**src/rtl/bmp_stream_decoder_core_assert.svh**
```systemverilog
// Assertion macros for the bitmap stream decoder.
// Included by the top level; needs no package.
`ifndef BMP_STREAM_DECODER_CORE_ASSERT_SVH
`define BMP_STREAM_DECODER_CORE_ASSERT_SVH

// Implication checked on every rising edge outside reset.
`define BMPSD_ASSERT_IMP(label, clk, rst_n, ante, cons) \
	label: assert property (@(posedge clk) disable iff (!rst_n) (ante) |-> (cons)) \
		else $error("bmpsd implication check failed");

// Implication whose consequence is checked on the following edge.
`define BMPSD_ASSERT_NEXT(label, clk, rst_n, ante, cons) \
	label: assert property (@(posedge clk) disable iff (!rst_n) (ante) |=> (cons)) \
		else $error("bmpsd next-cycle check failed");

`endif

```
**src/rtl/bmpsd_pkg.sv**
```systemverilog
// Shared types and constants for the bitmap stream decoder.
// No dependencies.
`default_nettype none

package bmpsd_pkg;

	typedef logic [2:0] phase_t;
	typedef logic [2:0] kind_t;

	// decoder phases
	localparam phase_t PH_IDLE   = 3'd0;
	localparam phase_t PH_HEADER = 3'd1;
	localparam phase_t PH_DATA   = 3'd2;
	localparam phase_t PH_PAD    = 3'd3;
	localparam phase_t PH_DONE   = 3'd4;

	// result kinds
	localparam kind_t KIND_PIXEL      = 3'd0;
	localparam kind_t KIND_HDR_DONE   = 3'd1;
	localparam kind_t KIND_BAD_SIG    = 3'd2;
	localparam kind_t KIND_BAD_SIZE   = 3'd3;
	localparam kind_t KIND_BAD_DEPTH  = 3'd4;
	localparam kind_t KIND_BAD_OFFSET = 3'd5;

	// header geometry
	localparam int unsigned HEADER_BYTES = 54;
	localparam logic [31:0] POS_SIG    = 32'd1;
	localparam logic [31:0] POS_SIZE   = 32'd5;
	localparam logic [31:0] POS_OFFSET = 32'd13;
	localparam logic [31:0] POS_WIDTH  = 32'd21;
	localparam logic [31:0] POS_HEIGHT = 32'd25;
	localparam logic [31:0] POS_DEPTH  = 32'd29;
	localparam logic [31:0] POS_RES_X  = 32'd41;
	localparam logic [31:0] POS_RES_Y  = 32'd45;
	localparam logic [31:0] POS_LAST   = 32'(HEADER_BYTES - 1);
	localparam logic [31:0] MIN_OFFSET = 32'(HEADER_BYTES);

	localparam logic [7:0]  CHAR_B   = 8'h42;
	localparam logic [7:0]  CHAR_M   = 8'h4D;
	localparam logic [15:0] DEPTH_24 = 16'd24;
	localparam logic [15:0] DEPTH_32 = 16'd32;
	localparam logic [7:0]  ALPHA_OPAQUE = 8'hFF;

endpackage

`default_nettype wire

```
**src/rtl/bmp_stream_decoder_core.sv**
```systemverilog
// Bitmap stream decoder: one input beat per cycle unless in_stall holds it; a byte taken
// into the input register is decoded into the result register once the result slot is
// free. Throughput is one byte per cycle while the result is not stalled, set by the single-pass
// next-state logic. A stalled result stalls the input only while the input register is also full.
// arst_n clears the control state, the file-size register and both valid flags;
// after reset bytes are ignored until a beat with file_start.
`default_nettype none

module bmp_stream_decoder_core
	import bmpsd_pkg::*;
(
	input  wire         clk,
	input  wire         arst_n,
	// configuration
	input  wire         expected_file_size_we,
	input  wire  [31:0] expected_file_size,
	// input channel
	input  wire         in_valid,
	output logic        in_stall,
	input  wire  [7:0]  data_byte,
	input  wire         file_start,
	// result channel
	output logic        out_valid,
	input  wire         out_stall,
	output logic [2:0]  kind,
	output logic [31:0] pixel_word,
	output logic signed [31:0] image_width,
	output logic signed [31:0] image_height,
	output logic [15:0] color_depth,
	output logic [31:0] horizontal_resolution,
	output logic [31:0] vertical_resolution,
	output logic [31:0] pixel_offset,
	output logic        last_pixel
);

	`include "bmp_stream_decoder_core_assert.svh"

	// config register
	logic [31:0] exp_size_q;

	// input stage
	logic        valid_s1;
	logic [7:0]  byte_s1;
	logic        start_s1;

	// decoder state
	phase_t      phase_q, phase_d;
	logic [31:0] pos_q, pos_d;
	logic [31:0] fa_q, fa_d;
	logic [31:0] width_q, width_d;
	logic [31:0] height_q, height_d;
	logic [15:0] depth_q, depth_d;
	logic [31:0] offset_q, offset_d;
	logic [31:0] resx_q, resx_d;
	logic [31:0] resy_q, resy_d;
	logic [31:0] rows_q, rows_d;
	logic [31:0] row_q, row_d;
	logic [31:0] col_q, col_d;
	logic [1:0]  bip_q, bip_d;
	logic [23:0] acc_q, acc_d;
	logic [1:0]  pad_q, pad_d;

	// step results
	logic        emit;
	kind_t       kind_d;
	logic [31:0] word_d;
	logic        last_d;

	// output register
	logic        out_valid_q;
	kind_t       kind_q;
	logic [31:0] word_q;
	logic [31:0] width_out_q;
	logic [31:0] height_out_q;
	logic [15:0] depth_out_q;
	logic [31:0] resx_out_q;
	logic [31:0] resy_out_q;
	logic [31:0] offset_out_q;
	logic        last_q;

	logic slot_free;
	logic adv;

	assign slot_free = !out_valid_q || !out_stall;
	assign adv       = valid_s1 && slot_free;
	assign in_stall  = valid_s1 && !slot_free;

	// config write
	always_ff @(posedge clk or negedge arst_n) begin
		if (!arst_n) begin
			exp_size_q <= '0;
		end else if (expected_file_size_we) begin
			exp_size_q <= expected_file_size;
		end
	end

	// input register
	always_ff @(posedge clk or negedge arst_n) begin
		if (!arst_n) begin
			valid_s1 <= 1'b0;
		end else if (!in_stall) begin
			valid_s1 <= in_valid;
		end
	end

	always_ff @(posedge clk) begin
		if (!in_stall) begin
			byte_s1  <= data_byte;
			start_s1 <= file_start;
		end
	end

	// next-state logic for one byte
	always_comb begin
		logic [31:0] pos_inc;
		logic [31:0] col_next;
		logic [31:0] row_next;
		logic [1:0]  last_bip;

		phase_d  = phase_q;
		pos_d    = pos_q;
		fa_d     = fa_q;
		width_d  = width_q;
		height_d = height_q;
		depth_d  = depth_q;
		offset_d = offset_q;
		resx_d   = resx_q;
		resy_d   = resy_q;
		rows_d   = rows_q;
		row_d    = row_q;
		col_d    = col_q;
		bip_d    = bip_q;
		acc_d    = acc_q;
		pad_d    = pad_q;
		emit     = 1'b0;
		kind_d   = KIND_PIXEL;
		word_d   = '0;
		last_d   = 1'b0;

		// file start drops the old file
		if (start_s1) begin
			phase_d  = PH_HEADER;
			pos_d    = '0;
			fa_d     = '0;
			width_d  = '0;
			height_d = '0;
			depth_d  = '0;
			offset_d = '0;
			resx_d   = '0;
			resy_d   = '0;
			rows_d   = '0;
			row_d    = '0;
			col_d    = '0;
			bip_d    = '0;
			acc_d    = '0;
			pad_d    = '0;
		end

		// saturating byte position
		pos_inc  = (pos_d != '1) ? pos_d + 32'd1 : pos_d;
		col_next = col_d + 32'd1;
		row_next = row_d + 32'd1;
		last_bip = (depth_d == DEPTH_32) ? 2'd3 : 2'd2;

		case (phase_d)
			PH_HEADER: begin
				fa_d = {byte_s1, fa_d[31:8]};
				case (pos_d)
					POS_SIG: begin
						if (fa_d[23:16] != CHAR_B || byte_s1 != CHAR_M) begin
							emit = 1'b1; kind_d = KIND_BAD_SIG; phase_d = PH_DONE;
						end
					end
					POS_SIZE: begin
						if (fa_d != exp_size_q) begin
							emit = 1'b1; kind_d = KIND_BAD_SIZE; phase_d = PH_DONE;
						end
					end
					POS_OFFSET: offset_d = fa_d;
					POS_WIDTH:  width_d  = fa_d;
					POS_HEIGHT: begin
						height_d = fa_d;
						// row total is abs(height)
						rows_d   = fa_d[31] ? (32'd0 - fa_d) : fa_d;
					end
					POS_DEPTH: begin
						depth_d = fa_d[31:16];
						if (depth_d != DEPTH_24 && depth_d != DEPTH_32) begin
							emit = 1'b1; kind_d = KIND_BAD_DEPTH; phase_d = PH_DONE;
						end
					end
					POS_RES_X: resx_d = fa_d;
					POS_RES_Y: resy_d = fa_d;
					POS_LAST: begin
						emit = 1'b1;
						if (offset_d < MIN_OFFSET) begin
							kind_d  = KIND_BAD_OFFSET;
							phase_d = PH_DONE;
						end else begin
							kind_d = KIND_HDR_DONE;
							if (width_d[31] || width_d == '0 || height_d == '0) begin
								phase_d = PH_DONE;
							end else begin
								phase_d = PH_DATA;
							end
						end
					end
					default: ;
				endcase
				pos_d = pos_inc;
			end
			PH_DATA: begin
				if (pos_d >= offset_d) begin
					if (bip_d < last_bip) begin
						acc_d = acc_d | (24'(byte_s1) << {bip_d, 3'b000});
						bip_d = bip_d + 2'd1;
					end else begin
						if (depth_d == DEPTH_32) begin
							word_d = {byte_s1, acc_d};
						end else begin
							word_d = {ALPHA_OPAQUE, byte_s1, acc_d[15:0]};
						end
						emit   = 1'b1;
						kind_d = KIND_PIXEL;
						bip_d  = '0;
						acc_d  = '0;
						// end of row / end of image
						if (col_next == width_d) begin
							col_d = '0;
							row_d = row_next;
							if (row_next == rows_d) begin
								last_d  = 1'b1;
								phase_d = PH_DONE;
							end else if (depth_d == DEPTH_24 && width_d[1:0] != 2'd0) begin
								pad_d   = width_d[1:0];
								phase_d = PH_PAD;
							end
						end else begin
							col_d = col_next;
						end
					end
				end
				pos_d = pos_inc;
			end
			PH_PAD: begin
				pad_d = pad_d - 2'd1;
				if (pad_d == 2'd0) begin
					phase_d = PH_DATA;
				end
				pos_d = pos_inc;
			end
			default: ;
		endcase
	end

	// decoder state update
	always_ff @(posedge clk or negedge arst_n) begin
		if (!arst_n) begin
			phase_q  <= PH_IDLE;
			pos_q    <= '0;
			fa_q     <= '0;
			width_q  <= '0;
			height_q <= '0;
			depth_q  <= '0;
			offset_q <= '0;
			resx_q   <= '0;
			resy_q   <= '0;
			rows_q   <= '0;
			row_q    <= '0;
			col_q    <= '0;
			bip_q    <= '0;
			acc_q    <= '0;
			pad_q    <= '0;
		end else if (adv) begin
			phase_q  <= phase_d;
			pos_q    <= pos_d;
			fa_q     <= fa_d;
			width_q  <= width_d;
			height_q <= height_d;
			depth_q  <= depth_d;
			offset_q <= offset_d;
			resx_q   <= resx_d;
			resy_q   <= resy_d;
			rows_q   <= rows_d;
			row_q    <= row_d;
			col_q    <= col_d;
			bip_q    <= bip_d;
			acc_q    <= acc_d;
			pad_q    <= pad_d;
		end
	end

	// result register
	always_ff @(posedge clk or negedge arst_n) begin
		if (!arst_n) begin
			out_valid_q <= 1'b0;
		end else if (slot_free) begin
			out_valid_q <= adv && emit;
		end
	end

	always_ff @(posedge clk) begin
		if (adv && emit) begin
			kind_q       <= kind_d;
			word_q       <= word_d;
			width_out_q  <= width_d;
			height_out_q <= height_d;
			depth_out_q  <= depth_d;
			resx_out_q   <= resx_d;
			resy_out_q   <= resy_d;
			offset_out_q <= offset_d;
			last_q       <= last_d;
		end
	end

	assign out_valid             = out_valid_q;
	assign kind                  = kind_q;
	assign pixel_word            = word_q;
	assign image_width           = signed'(width_out_q);
	assign image_height          = signed'(height_out_q);
	assign color_depth           = depth_out_q;
	assign horizontal_resolution = resx_out_q;
	assign vertical_resolution   = resy_out_q;
	assign pixel_offset          = offset_out_q;
	assign last_pixel            = last_q;

	// checks
	`BMPSD_ASSERT_IMP(a_last_is_pixel, clk, arst_n, out_valid_q && last_q, kind_q == KIND_PIXEL)
	`BMPSD_ASSERT_IMP(a_word_only_pixel, clk, arst_n, out_valid_q && kind_q != KIND_PIXEL, word_q == '0)
	`BMPSD_ASSERT_IMP(a_kind_range, clk, arst_n, out_valid_q, kind_q <= KIND_BAD_OFFSET)
	`BMPSD_ASSERT_NEXT(a_data_after_header, clk, arst_n, adv && phase_d == PH_DATA, depth_q == DEPTH_24 || depth_q == DEPTH_32)

endmodule

`default_nettype wire
```
**config.mk**
```make
export PLATFORM = sky130hd
export DESIGN_NAME = bmp_stream_decoder_core
export DESIGN_NICKNAME = d
export VERILOG_FILES = /design/src/rtl/bmpsd_pkg.sv /design/src/rtl/bmp_stream_decoder_core.sv
export VERILOG_INCLUDE_DIRS = /design/src /design/src/rtl
export SDC_FILE = /design/constraint.sdc
export NUM_CORES = 2
export LEC_CHECK = 0
export BUFFER_PORTS_ARGS = -buffer_cell sky130_fd_sc_hd__buf_2
export CAP_MARGIN = 25
export CORE_ASPECT_RATIO = 1.2
export CORE_MARGIN = 3
export CORE_UTILIZATION = 29
export DETAILED_ROUTE_END_ITERATION = 10
export HOLD_SLACK_MARGIN = 0.12
export REMOVE_ABC_BUFFERS = 1
export SETUP_SLACK_MARGIN = 0.02
export SYNTH_ARGS = -nofsm -noshare
export SYNTH_HDL_FRONTEND = slang
export SYNTH_SLANG_ARGS = --single-unit
export TNS_END_PERCENT = 50
```
**constraint.sdc**
```tcl
create_clock -name clk -period 55.3 [get_ports clk]
set_clock_uncertainty 0.2 [all_clocks]
set_input_delay 2.765 -clock clk [delete_from_list [all_inputs] [get_ports clk]]
set_output_delay 2.765 -clock clk [all_outputs]
set_load 0.01 [all_outputs]
```
==> impl_metrics.env <==
export IMPL_pwr_share_comb_pct=14.0
export IMPL_clkTransAtPathRegs_ns=0.06
export IMPL_overflow=0
export IMPL_via_count=26229
export IMPL_antenna_found_initial=5
export IMPL_rsz0062_at_grt="false"
export IMPL_seq_power_share_pct=43.9
export IMPL_rows=132
export IMPL_cp_end_kind="output pin"
export IMPL_synth_top_area_cell="dfrtp_1"
export IMPL_vdd_drop_max_v=0.0000205
export IMPL_post_cts_buffers=0
export IMPL_slew_violations=0
export IMPL_critPathLaunchType="primary input"
export IMPL_tns_ns=0
export IMPL_drt_iter0_drc=2569
export IMPL_register_area_mm2=0.0165
export IMPL_die_x_um=308
export IMPL_synth_enable_flop_cells=221
export IMPL_hold_buffers=0
export IMPL_synth_seq_cells=614
export IMPL_switching_share_pct=30.3
export IMPL_numPortBuffers=259
export IMPL_timing_slew_headroom_pct=21.4
export IMPL_ant_nets=0
export IMPL_dp_hpwl_mm=73.0
export IMPL_worstPathArrival_ns=3.47
export IMPL_synthCells=3254
export IMPL_setup_worst_path_class="in -> out"
export IMPL_synth_async_sr_flop_share_pct=64.0
export IMPL_fin_crit_ns=6.44
export IMPL_detail_route_wl_per_cell_um=22.4
export IMPL_grt_pass1_vias=25096
export IMPL_p_clk_share_pct=42.1
export IMPL_clkLatencyLatePin_ns=0.68
export IMPL_netSwitchingPower_mw=0.352
export IMPL_grtUsageTotal_pct=18.9
export IMPL_cts_resized=0
export IMPL_synth_ff_type="dfrtp_1"
export IMPL_grt_start_max_net_pins=115
export IMPL_fin_nets=3494
export IMPL_cts_max_level=3
export IMPL_clockBufferDepth=3
export IMPL_ios=260
export IMPL_ys_seq_area_share_pct=51.9
export IMPL_status="complete, no violations"
export IMPL_critPathRequiredTime_ns=52.34
export IMPL_p_total_mw=1.16
export IMPL_yosysTopAreaCellShare_pct=31.0
export IMPL_place_congestion=0.937
export IMPL_initial_core_util_pct=29.3
export IMPL_ff2ff_path_depth=15
export IMPL_avgViaCountPerCell=5.38
export IMPL_grt_pass1_wl_mm=163
export IMPL_multiInputGateArea_mm2=0.0142
export IMPL_avgSynthCellArea_um2=9.76
export IMPL_synthTopCellsByArea="dfrtp_1 31%, edfxtp_1 21%, nand2_1 6.4%"
export IMPL_synth_distinct_cells=84
export IMPL_p_leak_nw=15.5
export IMPL_die_area_mm2=0.114
export IMPL_drt_pass1_iterations=6
export IMPL_tightest_slew_ns=1.17
export IMPL_fill_cells=11027
export IMPL_numCtsBuffers=72
export IMPL_die_h_um=369
export IMPL_fmax_mhz=155
export IMPL_area_growth_pct=16.4
export IMPL_yosysMostFrequentCell="nand2_1"
export IMPL_hp_class="reg -> reg"
export IMPL_hold_viol=0
export IMPL_drv_cap=0
export IMPL_core_mm2=0.108
export IMPL_synthTopCellsByCount="541 x nand2_1, 393 x dfrtp_1, 333 x nor2_1"
export IMPL_root_buffer="clkbuf_16"
export IMPL_remaining_drc_errors=0
export IMPL_hold_depth=2
export IMPL_drive_gt1_share_pct=16.7
export IMPL_netlist_area_mm2=0.0318
export IMPL_internal_power_mw=0.811
export IMPL_cp_max_fo=11
export IMPL_wl_mm=109
export IMPL_yosysWarnings=0
export IMPL_cts_sinks=614
export IMPL_setup_violations=0
export IMPL_powerDensity_mw_per_mm2=31.4
export IMPL_cts_tree="done"
export IMPL_fin_crit_sh_pct=11.6
[metrics by stage]
stage,area [µm²],cells,worst slack (ns),hold slack (ns),util (%)
floorplan,30800,3007,26.96,0.245,-
global placement,34400,4736,48.87,0.256,31.8
detailed placement,34400,4739,48.84,0.262,31.8
CTS,36900,4873,48.84,0.276,34.0
global route,37000,4878,48.62,0.291,34.1
finish,37000,4879,48.86,0.272,34.1
[layout make-up]
class                   count  area share (%)
well taps                1407            4.76
flip-flops and latches    614            44.6
clock inverters            47            1.39
inverters                  47           0.484
repair buffers            329            5.19
multi-input cells        2346            38.4
diodes                      2          0.0135
clock buffers              87            5.17
[metal layers]
layer / vias up / global-route usage [%] / part of all wire [%]
met3: 227 / 3.05 / 7.3
met2: 1143 / 29.3 / 45
met5: - / 0 / 0
li1: 11905 / - / -
met1: 12954 / 26.0 / 44
met4: 0 / 8.26 / 4.1
[final timing paths]
check | to | slack [ns] | start
worst max-delay path | in_stall | 48.86 | out_stall
worst min-delay path | resx_q[21]$_DFFE_PN0P_ | 0.27 | resx_q[21]$_DFFE_PN0P_
worst max register to register | image_height[5]$_DFFE_PP_ | 49.02 | start_s1$_DFFE_PN_
worst min register to register | resx_q[21]$_DFFE_PN0P_ | 0.27 | resx_q[21]$_DFFE_PN0P_
max in group asynchronous | offset_q[15]$_DFFE_PN0P_ | 50.63 | arst_n
min in group asynchronous | row_q[4]$_DFFE_PN0P_ | 1.93 | arst_n
[cell families after synthesis]
family / after synthesis / share of synthesized area (%)
AO/OA/AOI/OAI: 570 / 11.4
XOR/XNOR: 166 / 4.58
adder cells (fa/ha/maj): 38 / 1.50
buffers and inverters: 294 / 3.61
flip-flops: 614 / 51.9
multiplexers: 201 / 6.67
AND/OR/NAND/NOR: 1371 / 20.4
[critical path: stages]
cell and delay, ns:
buf_2 0.09, nand3_1 0.34, inv_1 0.14, buf_2 0.14
[cell usage in the layout, fill, tap and decap left out, types with 83 or more instances in the layout]
master and instances:
nand2_1 539, dfrtp_1 393, nor2_1 326, buf_2 259, edfxtp_1 221, o21ai_0 194
mux2i_1 115, xnor2_1 107, nand3_1 95, a21oi_1 89, mux2_2 86, o31ai_1 83
[power by group through the flow]
| stage | sequential [mW] | combinational [mW] | clock (mW) |
|---|---|---|---|
| after CTS | 0.510 | 0.160 | 0.504 |
| after global routing | 0.512 | 0.174 | 0.522 |
| after detailed placement | 0.518 | 0.159 | 0 |
| after global placement | 0.518 | 0.157 | 0 |
| final | 0.510 | 0.162 | 0.490 |
| after floorplan | 0.525 | 0.0752 | 0 |
Note: power is estimated with default switching activity, not from simulation.
